--- config.mk ---
export PLATFORM = sky130hd
export DESIGN_NAME = char_lcd_expander_nibble_sender_unit
export DESIGN_NICKNAME = d
export VERILOG_FILES = /design/src/rtl/clcd_pkg.sv /design/src/rtl/char_lcd_expander_nibble_sender_unit.sv /design/src/rtl/clcd_front.sv /design/src/rtl/clcd_job_fifo.sv /design/src/rtl/clcd_back.sv
export SDC_FILE = /design/constraint.sdc
export NUM_CORES = 1
export LEC_CHECK = 0
export ABC_CLOCK_PERIOD_IN_PS = 8900
export BUFFER_PORTS_ARGS = -buffer_cell sky130_fd_sc_hd__buf_4
export CAP_MARGIN = 20
export CORE_MARGIN = 2
export CORE_UTILIZATION = 35
export DETAILED_ROUTE_END_ITERATION = 8
export GPL_ROUTABILITY_DRIVEN = 0
export PLACE_DENSITY = 0.5
export SETUP_SLACK_MARGIN = 0.05
export SLEW_MARGIN = 20
export SYNTH_ARGS = -nofsm -noshare
export SYNTH_HDL_FRONTEND = slang
export SYNTH_SLANG_ARGS = --single-unit
--- constraint.sdc ---
create_clock -name clk -period 8.9 [get_ports clk]
set_clock_uncertainty 0.15 [all_clocks]
set_input_delay 1.78 -clock clk [delete_from_list [all_inputs] [get_ports clk]]
set_output_delay 1.78 -clock clk [all_outputs]
set_load 0.01 [all_outputs]
--- src/rtl/clcd_pkg.sv ---
// ----------------------------------------------------------------------------
// clcd_pkg
// Types and constants shared by the character LCD nibble sender modules.
// ----------------------------------------------------------------------------
`default_nettype none

package clcd_pkg;

  // Command codes of an input item
  localparam logic [1:0] CMD_CHAR   = 2'd0;
  localparam logic [1:0] CMD_RAW    = 2'd1;
  localparam logic [1:0] CMD_CURSOR = 2'd2;
  localparam logic [1:0] CMD_NIBBLE = 2'd3;

  // Configuration register indexes
  localparam logic [1:0] REG_ROWS      = 2'd0;
  localparam logic [1:0] REG_COLUMNS   = 2'd1;
  localparam logic [1:0] REG_BACKLIGHT = 2'd2;
  localparam logic [1:0] REG_ADDRESS   = 2'd3;

  // Configuration reset values
  localparam logic [2:0] ROWS_RESET      = 3'd4;
  localparam logic [5:0] COLUMNS_RESET   = 6'd20;
  localparam logic       BACKLIGHT_RESET = 1'b0;
  localparam logic [6:0] ADDRESS_RESET   = 7'd39;

  // Display command and line start addresses
  localparam logic [7:0] DDRAM_CMD    = 8'h80;
  localparam logic [7:0] LINE0_OFFSET = 8'h00;
  localparam logic [7:0] LINE1_OFFSET = 8'h40;
  localparam logic [7:0] LINE2_OFFSET = 8'h14;
  localparam logic [7:0] LINE3_OFFSET = 8'h54;

  localparam int CFG_DATA_W = 7;

  typedef struct packed {
    logic [1:0] command;
    logic [7:0] data_byte;
    logic [1:0] row;
    logic [5:0] column;
  } in_item_t;

  typedef struct packed {
    logic [6:0] bus_address;
    logic [7:0] expander_byte;
    logic       last;
  } out_item_t;

  // One classified job: up to four nibbles, nibbles[0] goes out first
  typedef struct packed {
    logic [3:0][3:0] nibbles;
    logic [3:0]      rs;
    logic [1:0]      last_nib;
  } job_t;

  function automatic logic [7:0] line_offset(input logic [1:0] row);
    logic [7:0] offset;
    unique case (row)
      2'd0:    offset = LINE0_OFFSET;
      2'd1:    offset = LINE1_OFFSET;
      2'd2:    offset = LINE2_OFFSET;
      default: offset = LINE3_OFFSET;
    endcase
    return offset;
  endfunction

endpackage

`default_nettype wire

--- src/rtl/char_lcd_expander_nibble_sender_unit.sv ---
// ----------------------------------------------------------------------------
// char_lcd_expander_nibble_sender_unit
// Character LCD 4-bit driver producing port expander bus writes.
// ----------------------------------------------------------------------------
// Each command item becomes a run of expander bytes: every nibble goes out as
// two bytes, enable high then enable low, so a single nibble gives 2 results,
// a raw command or set cursor gives 4, and a character gives 4, or 8 when the
// cursor wraps to a new line and a set-DDRAM command follows. The front
// accepts one item per cycle while its two-job queue has room; the back
// emits one result per cycle while pop is high, stepping through the bytes
// of each item with its byte sequencer. Last is high on the final result of
// each item. Configuration writes take effect at once and are meant for
// idle periods only.
// ----------------------------------------------------------------------------
`default_nettype none

module char_lcd_expander_nibble_sender_unit #(
  parameter int MAX_COLUMNS = 40,
  parameter int MAX_ROWS    = 4
) (
  input  wire logic                      clk,
  input  wire logic                      rst,
  // command side
  input  wire logic                      push,
  output logic                           full,
  input  wire clcd_pkg::in_item_t        item,
  // result side
  output logic                           empty,
  input  wire logic                      pop,
  output clcd_pkg::out_item_t            result,
  // configuration
  input  wire logic                      write_enable,
  input  wire logic [1:0]                reg_index,
  input  wire logic [clcd_pkg::CFG_DATA_W-1:0] write_data
);

  logic [2:0] rows_in_use;
  logic [5:0] columns_in_use;
  logic       backlight_on;
  logic [6:0] expander_address;

  clcd_pkg::job_t front_job;
  clcd_pkg::job_t head_job;
  logic           accept;
  logic           head_valid;
  logic           head_take;

  // Accept an item whenever the job queue has room
  assign accept = push && !full;

  // Configuration registers
  always_ff @(posedge clk) begin
    if (rst) begin
      rows_in_use      <= clcd_pkg::ROWS_RESET;
      columns_in_use   <= clcd_pkg::COLUMNS_RESET;
      backlight_on     <= clcd_pkg::BACKLIGHT_RESET;
      expander_address <= clcd_pkg::ADDRESS_RESET;
    end else if (write_enable) begin
      unique case (reg_index)
        clcd_pkg::REG_ROWS:      rows_in_use      <= write_data[2:0];
        clcd_pkg::REG_COLUMNS:   columns_in_use   <= write_data[5:0];
        clcd_pkg::REG_BACKLIGHT: backlight_on     <= write_data[0];
        default:                 expander_address <= write_data[6:0];
      endcase
    end
  end

  // Classify the command and advance the cursor
  clcd_front #(
    .MAX_COLUMNS (MAX_COLUMNS),
    .MAX_ROWS    (MAX_ROWS)
  ) u_front (
    .clk            (clk),
    .rst            (rst),
    .accept         (accept),
    .item           (item),
    .rows_in_use    (rows_in_use),
    .columns_in_use (columns_in_use),
    .job            (front_job)
  );

  // Hold jobs so the front keeps taking items while the back is busy
  clcd_job_fifo u_fifo (
    .clk       (clk),
    .rst       (rst),
    .wr        (accept),
    .wdata     (front_job),
    .rd        (head_take),
    .rdata     (head_job),
    .not_empty (head_valid),
    .full      (full)
  );

  // Emit expander bytes one per cycle while pop is high
  clcd_back u_back (
    .clk              (clk),
    .rst              (rst),
    .head             (head_job),
    .head_valid       (head_valid),
    .head_take        (head_take),
    .pop              (pop),
    .empty            (empty),
    .backlight_on     (backlight_on),
    .expander_address (expander_address),
    .result           (result)
  );

endmodule

`default_nettype wire

--- src/rtl/clcd_front.sv ---
// ----------------------------------------------------------------------------
// clcd_front
// Accept commands, track the cursor and turn each command into a nibble job.
// ----------------------------------------------------------------------------
`default_nettype none

module clcd_front #(
  parameter int MAX_COLUMNS = 40,
  parameter int MAX_ROWS    = 4
) (
  input  wire logic             clk,
  input  wire logic             rst,
  input  wire logic             accept,
  input  wire clcd_pkg::in_item_t item,
  input  wire logic [2:0]       rows_in_use,
  input  wire logic [5:0]       columns_in_use,
  output clcd_pkg::job_t        job
);

  localparam logic [5:0] MaxCols = 6'(MAX_COLUMNS);
  localparam logic [2:0] MaxRows = 3'(MAX_ROWS);

  logic [1:0] cursor_row, cursor_row_next;
  logic [5:0] cursor_column, cursor_column_next;

  logic [5:0] eff_cols;
  logic [2:0] eff_rows;
  logic [6:0] col_inc;
  logic [2:0] row_inc;
  logic       col_wrap;
  logic [1:0] wrap_row;
  logic [1:0] clamp_row;
  logic [5:0] clamp_col;
  logic [7:0] cursor_cmd;
  logic [7:0] wrap_cmd;

  always_comb begin
    // Out-of-range limits act as the nearest legal limit
    if (columns_in_use == 6'd0) begin
      eff_cols = 6'd1;
    end else if (columns_in_use > MaxCols) begin
      eff_cols = MaxCols;
    end else begin
      eff_cols = columns_in_use;
    end
    if (rows_in_use == 3'd0) begin
      eff_rows = 3'd1;
    end else if (rows_in_use > MaxRows) begin
      eff_rows = MaxRows;
    end else begin
      eff_rows = rows_in_use;
    end

    // Character advance
    col_inc  = {1'b0, cursor_column} + 7'd1;
    col_wrap = col_inc >= {1'b0, eff_cols};
    row_inc  = {1'b0, cursor_row} + 3'd1;
    wrap_row = (row_inc >= eff_rows) ? 2'd0 : row_inc[1:0];
    wrap_cmd = clcd_pkg::DDRAM_CMD | clcd_pkg::line_offset(wrap_row);

    // Set cursor clamp
    clamp_col  = (item.column >= eff_cols) ? (eff_cols - 6'd1) : item.column;
    clamp_row  = ({1'b0, item.row} >= eff_rows) ? 2'(eff_rows - 3'd1) : item.row;
    cursor_cmd = clcd_pkg::DDRAM_CMD |
                 ({2'b00, clamp_col} + clcd_pkg::line_offset(clamp_row));

    cursor_row_next    = cursor_row;
    cursor_column_next = cursor_column;
    job.nibbles        = '0;
    job.rs             = '0;
    job.last_nib       = 2'd1;

    unique case (item.command)
      clcd_pkg::CMD_CHAR: begin
        job.nibbles[0] = item.data_byte[7:4];
        job.nibbles[1] = item.data_byte[3:0];
        job.rs         = 4'b0011;
        if (col_wrap) begin
          cursor_row_next    = wrap_row;
          cursor_column_next = 6'd0;
          job.nibbles[2]     = wrap_cmd[7:4];
          job.nibbles[3]     = wrap_cmd[3:0];
          job.last_nib       = 2'd3;
        end else begin
          cursor_column_next = col_inc[5:0];
        end
      end
      clcd_pkg::CMD_RAW: begin
        job.nibbles[0] = item.data_byte[7:4];
        job.nibbles[1] = item.data_byte[3:0];
      end
      clcd_pkg::CMD_CURSOR: begin
        cursor_row_next    = clamp_row;
        cursor_column_next = clamp_col;
        job.nibbles[0]     = cursor_cmd[7:4];
        job.nibbles[1]     = cursor_cmd[3:0];
      end
      default: begin
        job.nibbles[0] = item.data_byte[3:0];
        job.last_nib   = 2'd0;
      end
    endcase
  end

  always_ff @(posedge clk) begin
    if (rst) begin
      cursor_row    <= 2'd0;
      cursor_column <= 6'd0;
    end else if (accept) begin
      cursor_row    <= cursor_row_next;
      cursor_column <= cursor_column_next;
    end
  end

endmodule

`default_nettype wire

--- src/rtl/clcd_job_fifo.sv ---
// ----------------------------------------------------------------------------
// clcd_job_fifo
// Two-entry queue of nibble jobs between the front and the back.
// ----------------------------------------------------------------------------
`default_nettype none

module clcd_job_fifo (
  input  wire logic           clk,
  input  wire logic           rst,
  input  wire logic           wr,
  input  wire clcd_pkg::job_t wdata,
  input  wire logic           rd,
  output clcd_pkg::job_t      rdata,
  output logic                not_empty,
  output logic                full
);

  clcd_pkg::job_t entries [2];
  logic       wr_ptr;
  logic       rd_ptr;
  logic [1:0] count;

  assign rdata     = entries[rd_ptr];
  assign not_empty = count != 2'd0;
  assign full      = count == 2'd2;

  always_ff @(posedge clk) begin
    if (wr) begin
      entries[wr_ptr] <= wdata;
    end
  end

  always_ff @(posedge clk) begin
    if (rst) begin
      wr_ptr <= 1'b0;
      rd_ptr <= 1'b0;
      count  <= 2'd0;
    end else begin
      if (wr) begin
        wr_ptr <= ~wr_ptr;
      end
      if (rd) begin
        rd_ptr <= ~rd_ptr;
      end
      unique case ({wr, rd})
        2'b10:   count <= count + 2'd1;
        2'b01:   count <= count - 2'd1;
        default: count <= count;
      endcase
    end
  end

endmodule

`default_nettype wire

--- src/rtl/clcd_back.sv ---
// ----------------------------------------------------------------------------
// clcd_back
// Step through a job one expander byte per cycle while pop is high, enable high then low.
// ----------------------------------------------------------------------------
`default_nettype none

module clcd_back (
  input  wire logic           clk,
  input  wire logic           rst,
  input  wire clcd_pkg::job_t head,
  input  wire logic           head_valid,
  output logic                head_take,
  input  wire logic           pop,
  output logic                empty,
  input  wire logic           backlight_on,
  input  wire logic [6:0]     expander_address,
  output clcd_pkg::out_item_t result
);

  clcd_pkg::job_t job;
  logic           valid;
  logic [2:0]     step;

  logic [1:0] nib_idx;
  logic       phase;
  logic       last_byte;

  assign nib_idx   = step[2:1];
  assign phase     = step[0];
  assign last_byte = phase && (nib_idx == job.last_nib);
  assign empty     = ~valid;
  assign head_take = head_valid && (!valid || (pop && last_byte));

  assign result.bus_address   = expander_address;
  assign result.expander_byte = {job.nibbles[nib_idx], backlight_on, ~phase, 1'b0,
                                 job.rs[nib_idx]};
  assign result.last          = last_byte;

  always_ff @(posedge clk) begin
    if (head_take) begin
      job <= head;
    end
  end

  always_ff @(posedge clk) begin
    if (rst) begin
      valid <= 1'b0;
      step  <= 3'd0;
    end else if (!valid || (pop && last_byte)) begin
      // load the next job, or drop to idle
      valid <= head_valid;
      step  <= 3'd0;
    end else if (pop) begin
      step <= step + 3'd1;
    end
  end

endmodule

`default_nettype wire

# Word-level counts from Yosys, hierarchy flattened
# Memory sizes are Yosys's and may differ from the RTL's. A register that Yosys moved wholly into a read port is not among the register bits.
# Index checks and enable logic that the tools add are counted.
[word_totals] ff_bits=37 ram_bits=40 inputBits=32 out_inout_bits=18 elab_cells=99 mem_count=1
[classes] n_addsub=8 magnitude_cmp=7 n_eq_ne=13 muxes=27 n_bitwise=5 n_reduce_logical=26
[mem_list] name="u_fifo.entries" words=2 word_bits=20 rd=1 rd_clocked_by_memory_dff=1 write_ports=1 line="clcd_job_fifo.sv:18" text="clcd_pkg::job_t entries [2];"
[ops] op="one-hot mux 7 bit (3 select lines)" count=2
[ops] op="two-way mux 6 bit" count=4
[ops] op="two-way mux 8 bit" count=2
[ops] op="one-hot mux 4 bit (2 select lines)" count=2
[ops] op="equality test 2 bit, second input constant" count=6
[ops] op="one-hot mux 2 bit (2 select lines)" count=3
[ops] op="one-hot mux 6 bit (2 select lines)" count=1
[ops] op="equality test 2 x 1 -> 1 bit, second input constant" count=5
[ops] op="two-way mux 2 bit" count=5
[ops] op="AND reduction 2 bit" count=5
[ops] op="binary-select mux 4 bit (select 2 bit)" count=1
[ops] op="logical NOT 2 bit" count=4
[ops] op="adder 6 x 1 -> 7 bit, second input constant" count=1
[ops] op="adder 6 x 7 -> 7 bit" count=1
[ops] op=">= comparator 7 x 6 -> 1 bit" count=1
[ops] op=">= comparator 6 bit" count=1
[ops] op="> comparator 6 bit, second input constant" count=1
[ops] op="logical NOT 6 bit" count=1
[ops] op="two-way mux 3 bit" count=2
[ops] op="nonzero test 2 bit" count=3
[ops] op="OR reduction 2 bit" count=3
[ops] op="subtractor 6 x 1 -> 6 bit, second input constant" count=1
[ops] op="NOT 1 bit" count=5
[ops] op="logical AND 1 bit" count=4
[ops] op="other kinds (18)" count=22

# Longest topological paths before layout
# Gate-level depths: netlist of the first run.
[logic_depth] word_depth=9 ltp_mapped=15 mapped_depth_nobuf=14

# Cells and area by module
# Synthesis of the first run repeated with hierarchy kept, for this count alone.
[unflattened] cells_unflattened=431 area_unflattened_um2=5149.9
[modules_own_cells] module="clcd_job_fifo" instances=1 cells_per_inst=90 area_per_inst_um2=1786.7 seq_area_each_um2=1421.4
[modules_own_cells] module="clcd_front" instances=1 cells_per_inst=201 area_per_inst_um2=1470.2 seq_area_each_um2=160.2
[modules_own_cells] module="clcd_back" instances=1 cells_per_inst=66 area_per_inst_um2=1158.6 seq_area_each_um2=740.7
[modules_own_cells] module="char_lcd_expander_nibble_sender_unit" instances=1 cells_per_inst=74 area_per_inst_um2=734.5 seq_area_each_um2=340.3

# Worst setup path after synthesis of the first run
# OpenSTA, ideal clock, no wires.
[synth_path] kind="in2reg" start="input port item[4] (netlist name)" end="memory u_fifo.entries[0][4] (netlist name), data pin" setup_time_ps=262 arrival_ps=3838 required_ps=8488 setup_slack_ps=4650 cell_stages=10 path_buffers=1 path_cell_list="ha_1 -> a21o_1 -> a221o_1 -> buf_6 -> mux2_4 -> ha_1 -> ha_1 -> xnor2_1 -> o21ai_0 -> mux2_2"
[synth_rtl] element="start, declared" line="char_lcd_expander_nibble_sender_unit.sv:26" text="input wire clcd_pkg::in_item_t item,"
[synth_rtl] element="end, declared" line="clcd_job_fifo.sv:18"

==> impl_metrics.xml, run 1 <==
<?xml version="1.0" encoding="UTF-8"?>
<metrics>
  <group name="status">
    <metric name="outcome" unit="">finished clean</metric>
  </group>
  <group name="placement">
    <metric name="io_buffer_count" unit="">48</metric>
    <metric name="placed_wire_length_estimate" unit="microns">6020</metric>
    <metric name="dpl.cell_count" unit="">534</metric>
    <metric name="detailedPlace.worstSlack" unit="ps">4390</metric>
  </group>
  <group name="clock_tree">
    <metric name="num_clock_sinks" unit="">75</metric>
    <metric name="cts_buffers" unit="">9</metric>
    <metric name="cts_root_buf" unit="">sky130_fd_sc_hd__clkbuf_8</metric>
    <metric name="cts_repair_resize_count" unit="">0</metric>
    <metric name="cts.repair_timing.setup_buffer_count" unit="">0</metric>
    <metric name="clock_latency_on_the_worst_skew_pair" unit="ps">340</metric>
    <metric name="clock_tree.buffer_depth" unit="">2</metric>
    <metric name="tritoncts" unit="">built</metric>
    <metric name="ctsHtreeMaxLevel" unit="">3</metric>
    <metric name="clk_transition_reported_paths" unit="ps">90</metric>
    <metric name="cts-hold-fix-buffers" unit="">0</metric>
  </group>
  <group name="worst_setup_path">
    <metric name="critPathArrivalTime" unit="ps">4090</metric>
    <metric name="crit_path_end_kind" unit="">flop</metric>
    <metric name="cpLargestDelayFamily" unit="">compound AO/OA/AOI/OAI gates</metric>
    <metric name="cpMostUsedCell" unit="">sky130_fd_sc_hd__ha_1</metric>
    <metric name="critPathBufInv" unit="">1</metric>
    <metric name="worstPathRequired" unit="ps">8830</metric>
    <metric name="setup.worst_path.class" unit="">in2reg</metric>
    <metric name="crit_path_top_delay_cell" unit="">sky130_fd_sc_hd__a221o_1</metric>
    <metric name="critPathMaxStageDelay" unit="ps">470</metric>
    <metric name="cp_cell_sequence" unit="">buf_4 &gt; ha_1 &gt; a21o_1 &gt; a221o_1 &gt; mux2_4 &gt; ha_1 &gt; ha_1 &gt; a21oi_1 &gt; o211ai_1 &gt; nor3b_1</metric>
    <metric name="critical_path.startpoint_type" unit="">input port</metric>
    <metric name="critical_path_peak_fanout" unit="">7</metric>
  </group>
  <group name="pwr">
    <metric name="net-switching-power" unit="uW">288</metric>
    <metric name="power.leakage" unit="nW">1.91</metric>
    <metric name="power_frac_comb" unit="">0.224</metric>
    <metric name="p_clk_frac" unit="">0.303</metric>
    <metric name="power.share.sequential" unit="">0.472</metric>
    <metric name="intPower" unit="uW">713</metric>
    <metric name="power.share.switching" unit="">0.288</metric>
    <metric name="power.density" unit="nW/um^2">219</metric>
    <metric name="max-vdd-ir-drop" unit="mV">0.0853</metric>
  </group>
  <group name="drt">
    <metric name="drt-pass1-iter-count" unit="">5</metric>
    <metric name="vias" unit="">2736</metric>
    <metric name="drcViolationCount" unit="">0</metric>
    <metric name="ant_nets" unit="">0</metric>
    <metric name="drt-vias-per-instance" unit="">4.97</metric>
    <metric name="drt_wl_total" unit="microns">8120</metric>
    <metric name="route.detailed.wl_per_inst" unit="microns">14.8</metric>
    <metric name="initialDrtViolationCount" unit="">129</metric>
  </group>
  <group name="final_layout">
    <metric name="final.fill_count" unit="">1058</metric>
    <metric name="layout_common_cells" unit="">sky130_fd_sc_hd__buf_4 (51), sky130_fd_sc_hd__edfxtp_1 (42), sky130_fd_sc_hd__nand2_1 (41)</metric>
    <metric name="finalCoreUtilization" unit="">0.423</metric>
    <metric name="drive_above_1_share" unit="">0.222</metric>
    <metric name="final_common_cell" unit="">sky130_fd_sc_hd__buf_4</metric>
    <metric name="design.final.nets" unit="">462</metric>
    <metric name="antenna-diode-count" unit="">0</metric>
    <metric name="finalNonFillerCells" unit="">550</metric>
    <metric name="flow.area_growth_from_synthesis" unit="%">18.1</metric>
  </group>
  <group name="grt">
    <metric name="grt_antenna_before_repair" unit="">0</metric>
    <metric name="grt_pass1_wl" unit="microns">13200</metric>
    <metric name="use_met3" unit="">0.0371</metric>
    <metric name="global_route.usage.total" unit="">0.147</metric>
    <metric name="gr-total-overflow" unit="">0</metric>
    <metric name="grt_start_max_net_pins" unit="">22</metric>
    <metric name="busiest_layer" unit="">met2</metric>
    <metric name="grtUsageMet2" unit="">0.252</metric>
    <metric name="grt_pass1_vias" unit="">2648</metric>
    <metric name="met1_usage" unit="">0.183</metric>
  </group>
  <group name="logic_synthesis">
    <metric name="yosysWarnings" unit="">0</metric>
    <metric name="mappedNetlistArea" unit="sq um">3870</metric>
    <metric name="synth.yosys.seq_area_share" unit="">0.497</metric>
    <metric name="async_flop_share" unit="">0</metric>
    <metric name="synth_seq_cells" unit="">75</metric>
    <metric name="post_synth_inst_count" unit="">360</metric>
    <metric name="ys.flop_type" unit="">sky130_fd_sc_hd__edfxtp_1</metric>
    <metric name="synth.net_count" unit="">417</metric>
    <metric name="synth-edff-count" unit="">42</metric>
    <metric name="syn-mean-instance-area" unit="sq um">10.7</metric>
    <metric name="synth_cell_type_count" unit="">50</metric>
  </group>
  <group name="sta">
    <metric name="rsz0062_at_grt" unit="">false</metric>
    <metric name="fin_crit_sh" unit="">0.467</metric>
    <metric name="final_hold_viol_count" unit="">0</metric>
    <metric name="report.final.slew_viol_count" unit="">0</metric>
    <metric name="setup_total_negative_slack" unit="ps">0</metric>
    <metric name="setup_viol" unit="">0</metric>
    <metric name="slew-limit-headroom" unit="">0.465</metric>
    <metric name="timing.final.crit_period" unit="ps">4160</metric>
    <metric name="worst_hold_slack" unit="ps">315</metric>
    <metric name="postLayoutSetupSlackWorst" unit="ps">4740</metric>
    <metric name="fmaxAchievable" unit="GHz">0.241</metric>
    <metric name="worst_margin_slew" unit="ps">792</metric>
  </group>
  <group name="die">
    <metric name="num_io_pins" unit="">50</metric>
    <metric name="initial_core_util" unit="">0.358</metric>
    <metric name="chipHeight" unit="microns">109</metric>
    <metric name="floorplan.rows" unit="">38</metric>
    <metric name="core" unit="sq um">10800</metric>
    <metric name="area_of_the_die" unit="sq um">11900</metric>
    <metric name="die_width" unit="microns">109</metric>
  </group>
  <group name="worst_hold_path">
    <metric name="hold_path.class" unit="">reg2reg</metric>
  </group>
  <group name="job">
    <metric name="cap_violations" unit="">0</metric>
  </group>
</metrics>
-- kinds of logic (layout without fill, tap and decap cells) --
| kind of cell | Yosys count | count (layout) | synth area share |
|---|---|---|---|
| AND/OR/NAND/NOR | 113 | 113 | 0.137 |
| flip-flops | 75 | 75 | 0.497 |
| AO/OA/AOI/OAI | 67 | 67 | 0.114 |
| multiplexers | 36 | 36 | 0.104 |
| buffers and inverters | 29 | 79 | 0.0336 |
| adder cells (fa/ha/maj) | 25 | 25 | 0.0809 |
| XOR/XNOR | 14 | 14 | 0.0317 |
| other | 1 | 1 | 0.000969 |
-- power by group through the flow --
stage / registers (mW) / logic, mW / clock network (mW)
after floorplan: 0.468 / 0.161 / 0
after global placement: 0.480 / 0.225 / 0
after detailed placement: 0.482 / 0.226 / 0
after CTS: 0.474 / 0.228 / 0.312
after global routing: 0.479 / 0.256 / 0.326
final: 0.473 / 0.224 / 0.304
-- final cells by class --
| class | count | area [sq um] | share of cell area |
|---|---|---|---|
| flip-flops and latches | 75 | 1920 | 0.420 |
| multi-input cells | 256 | 1820 | 0.397 |
| repair buffers | 51 | 383 | 0.0838 |
| well taps | 140 | 175 | 0.0383 |
| clock buffers | 9 | 124 | 0.0271 |
| clock inverters | 7 | 105 | 0.0230 |
| inverters | 12 | 45.0 | 0.00985 |
-- layer usage --
metal,wire (microns),vias to the layer above,part of all wire
met5,0,-,0
met4,72,0,0.0089
met3,337,8,0.041
met2,3920,46,0.48
met1,3790,1289,0.47
li1,-,1393,-
-- stage by stage --
stage               area, sq um  power (mW)
finish                     4570        1.00
global route               4570        1.06
CTS                        4570        1.01
detailed placement         4340       0.708
global placement           4340       0.705
floorplan                  3870       0.628
-- synthesized netlist by cell type, drive strengths merged (3+ instances only) --
cell / n / area share
nor2b: 7 / 0.011
a21oi: 23 / 0.030
nand3: 12 / 0.016
buf: 6 / 0.011
o21ai: 15 / 0.019
o211ai: 4 / 0.0078
edfxtp: 42 / 0.33
inv: 12 / 0.012
a21o: 3 / 0.0058
nand2: 41 / 0.040
xor2: 6 / 0.014
a221o: 3 / 0.0078
ha: 25 / 0.081
a2bb2oi: 3 / 0.0068
clkbuf: 11 / 0.011
mux2i: 16 / 0.041
nand2b: 5 / 0.0081
and3: 6 / 0.010
nor3: 4 / 0.0052
dfxtp: 33 / 0.17
xnor2: 8 / 0.018
mux2: 19 / 0.057
a22o: 3 / 0.0068
nor3b: 3 / 0.0058
nor2: 27 / 0.026
-- sequential cells by signal (all words and copies together), names as in the netlist, 3 cells and up --
name	count
u_back.step	3
rows_in_use	3
u_back.job	14
u_front.cursor_column	6
columns_in_use	6
expander_address	7
u_fifo.entries	28
-- path summary, 6_finish.rpt --
path	slack [ps]	end	from	depth (start not counted)
setup / recovery	4740	u_fifo.entries[0][6]	item[4]	10
hold / removal	310	expander_address[3]	expander_address[3]	2
setup reg to reg	5200	u_fifo.entries[0][6]	columns_in_use[4]	14
hold reg to reg	310	expander_address[3]	expander_address[3]	2
-- tightest hold or removal path: cells and delay by family, from the launching register on --
| family | cells | cell delay (ps) |
|---|---|---|
| flip-flops | 1 | 320 |
| AO/OA/AOI/OAI | 1 | 50 |
| AND/OR/NAND/NOR | 1 | 50 |
No activity file was read; power rests on OpenSTA's default activity.
==> run 2: changes to the inputs <==
- ABC_CLOCK_PERIOD_IN_PS: 8900 -> 4100
- clock period: 8.9 -> 4.1 ns (I/O delays scaled with it)
==> run 2 against run 1 <==
  * Power up 110%
  * First-iteration DRC count down 19%
  * Global-route usage up 0.19 points
  * Via count up 1.3%
  * Clock-buffer cell count up 1
  * Non-clock buffer count unchanged
  * Hold slack about the same
  * Core utilization down 0.42 points
  * Register-to-register slack worse by 4700 ps
  * Die area unchanged
==> impl_metrics.xml, run 2 (synthesis gave the netlist of run 1 again) <==
<?xml version="1.0" encoding="UTF-8"?>
<metrics>
  <group name="status">
    <metric name="outcome" unit="">finished clean</metric>
  </group>
  <group name="drt">
    <metric name="drt-vias-per-instance" unit="">5.04</metric>
    <metric name="route.detailed.wl_per_inst" unit="microns">14.8</metric>
    <metric name="vias" unit="">2772</metric>
    <metric name="ant_nets" unit="">0</metric>
    <metric name="drt_wl_total" unit="microns">8130</metric>
    <metric name="initialDrtViolationCount" unit="">104</metric>
    <metric name="drt-pass1-iter-count" unit="">4</metric>
    <metric name="drcViolationCount" unit="">0</metric>
  </group>
  <group name="die">
    <metric name="floorplan.rows" unit="">38</metric>
    <metric name="chipHeight" unit="microns">109</metric>
    <metric name="initial_core_util" unit="">0.358</metric>
    <metric name="num_io_pins" unit="">50</metric>
    <metric name="area_of_the_die" unit="sq um">11900</metric>
    <metric name="die_width" unit="microns">109</metric>
    <metric name="core" unit="sq um">10800</metric>
  </group>
  <group name="worst_setup_path">
    <metric name="critPathArrivalTime" unit="ps">3650</metric>
    <metric name="crit_path_top_delay_cell" unit="">sky130_fd_sc_hd__dfxtp_1</metric>
    <metric name="cp_cell_sequence" unit="">nor2_1 &gt; a21oi_1 &gt; a2bb2oi_1 &gt; inv_1 &gt; ha_1 &gt; nor2b_1 &gt; o21ai_1 &gt; a221o_1 &gt; mux2_2 &gt; ha_1 &gt; nand2_1 &gt; inv_1 &gt; a2111o_1 &gt; o211ai_1</metric>
    <metric name="critical_path.startpoint_type" unit="">flop</metric>
    <metric name="worstPathRequired" unit="ps">4110</metric>
    <metric name="critical_path_peak_fanout" unit="">7</metric>
    <metric name="r2r_slack" unit="ps">460</metric>
    <metric name="critPathMaxStageDelay" unit="ps">430</metric>
    <metric name="setup.worst_path.class" unit="">reg2reg</metric>
    <metric name="crit_path_end_kind" unit="">flop</metric>
  </group>
  <group name="clock_tree">
    <metric name="cts_repair_resize_count" unit="">0</metric>
    <metric name="clk_transition_reported_paths" unit="ps">80</metric>
    <metric name="cts_root_buf" unit="">sky130_fd_sc_hd__clkbuf_8</metric>
    <metric name="num_clock_sinks" unit="">75</metric>
    <metric name="tritoncts" unit="">built</metric>
    <metric name="ctsHtreeMaxLevel" unit="">3</metric>
    <metric name="clock_latency_on_the_worst_skew_pair" unit="ps">340</metric>
    <metric name="cts_buffers" unit="">9</metric>
    <metric name="cts.repair_timing.setup_buffer_count" unit="">0</metric>
    <metric name="cts-hold-fix-buffers" unit="">0</metric>
    <metric name="clock_tree.buffer_depth" unit="">2</metric>
  </group>
  <group name="sta">
    <metric name="postLayoutSetupSlackWorst" unit="ps">461</metric>
    <metric name="setup_viol" unit="">0</metric>
    <metric name="rsz0062_at_grt" unit="">false</metric>
    <metric name="report.final.slew_viol_count" unit="">0</metric>
    <metric name="timing.final.crit_period" unit="ps">3640</metric>
    <metric name="fin_crit_sh" unit="">0.888</metric>
    <metric name="setup_total_negative_slack" unit="ps">0</metric>
    <metric name="fmaxAchievable" unit="GHz">0.275</metric>
    <metric name="slew-limit-headroom" unit="">0.463</metric>
    <metric name="worst_margin_slew" unit="ps">802</metric>
    <metric name="final_hold_viol_count" unit="">0</metric>
  </group>
  <group name="final_layout">
    <metric name="number_of_flip_flops_under_the_largest_register_name" unit="">28</metric>
    <metric name="layout_common_cells" unit="">sky130_fd_sc_hd__buf_4 (51), sky130_fd_sc_hd__edfxtp_1 (42), sky130_fd_sc_hd__nand2_1 (41)</metric>
    <metric name="largestRegisters" unit="">u_fifo.entries (28), u_back.job (14), expander_address (7)</metric>
    <metric name="antenna-diode-count" unit="">0</metric>
    <metric name="drive_above_1_share" unit="">0.215</metric>
    <metric name="flow.area_growth_from_synthesis" unit="%">17.0</metric>
    <metric name="finalCoreUtilization" unit="">0.419</metric>
    <metric name="final_common_cell" unit="">sky130_fd_sc_hd__buf_4</metric>
    <metric name="design.final.nets" unit="">462</metric>
    <metric name="top_reg_by_flops" unit="">u_fifo.entries</metric>
  </group>
  <group name="grt">
    <metric name="grt_pass1_vias" unit="">2811</metric>
    <metric name="grt_antenna_before_repair" unit="">0</metric>
    <metric name="grt_pass1_wl" unit="microns">13500</metric>
    <metric name="grt_start_max_net_pins" unit="">22</metric>
    <metric name="global_route.usage.total" unit="">0.149</metric>
    <metric name="gr-total-overflow" unit="">0</metric>
  </group>
  <group name="pwr">
    <metric name="power.density" unit="nW/um^2">454</metric>
    <metric name="totalPowerFinal" unit="mW">2.06</metric>
    <metric name="max-vdd-ir-drop" unit="mV">0.190</metric>
    <metric name="power.leakage" unit="nW">1.89</metric>
  </group>
  <group name="placement">
    <metric name="io_buffer_count" unit="">48</metric>
    <metric name="placed_wire_length_estimate" unit="microns">6060</metric>
    <metric name="detailedPlace.worstSlack" unit="ps">487</metric>
  </group>
  <group name="worst_hold_path">
    <metric name="hold_path.class" unit="">reg2reg</metric>
  </group>
  <group name="job">
    <metric name="cap_violations" unit="">0</metric>
  </group>
</metrics>
-- run 2: power by group --
group	switching, mW	internal (mW)
Clock	0.264	0.276
Sequential	0.0674	0.959
Combinational	0.254	0.235
-- run 2: final timing paths --
| check | startpoint | cells after the start | endpoint |
|---|---|---|---|
| hold reg to reg | expander_address[6] | 2 | expander_address[6] |
| hold / removal | expander_address[6] | 2 | expander_address[6] |
| setup / recovery | columns_in_use[3] | 14 | u_fifo.entries[1][5] |
| setup reg to reg | columns_in_use[3] | 14 | u_fifo.entries[1][5] |
-- run 2: worst max-delay path: cells and delay by family, from the launching register on --
family          cells  cell delay, ps
fa+ha+maj           2             620
compound gates      6            1470
flops               1             430
mux                 1             350
simple gates        3             290
buf+inv             2             160
-- run 2: per-layer routing --
| layer | GRT usage | vias to the layer above | wire, microns |
|---|---|---|---|
| met2 | 0.260 | 51 | 4030 |
| met5 | 0 | - | 0 |
| li1 | - | 1390 | - |
| met3 | 0.0406 | 4 | 320 |
| met4 | 0.0385 | 0 | 44 |
| met1 | 0.180 | 1327 | 3730 |
-- run 2: through the flow --
step           hold slack (ps)  cells  area (sq um)
6_report                   315    550          4530
5_1_grt                    332    550          4530
4_1_cts                    315    550          4530
2_1_floorplan              308    360          3870
3_5_place_dp               302    534          4340
3_3_place_gp               297    534          4340
-- run 2: cell type report --
| type | instances | area, sq um |
|---|---|---|
| Sequential cell | 75 | 1920 |
| Timing Repair Buffer | 51 | 383 |
| Clock inverter | 6 | 56.3 |
| Fill cell | 1046 | 6270 |
| Multi-Input combinational cell | 256 | 1820 |
| Clock buffer | 10 | 128 |
| Tap cell | 140 | 175 |
| Inverter | 12 | 45.0 |
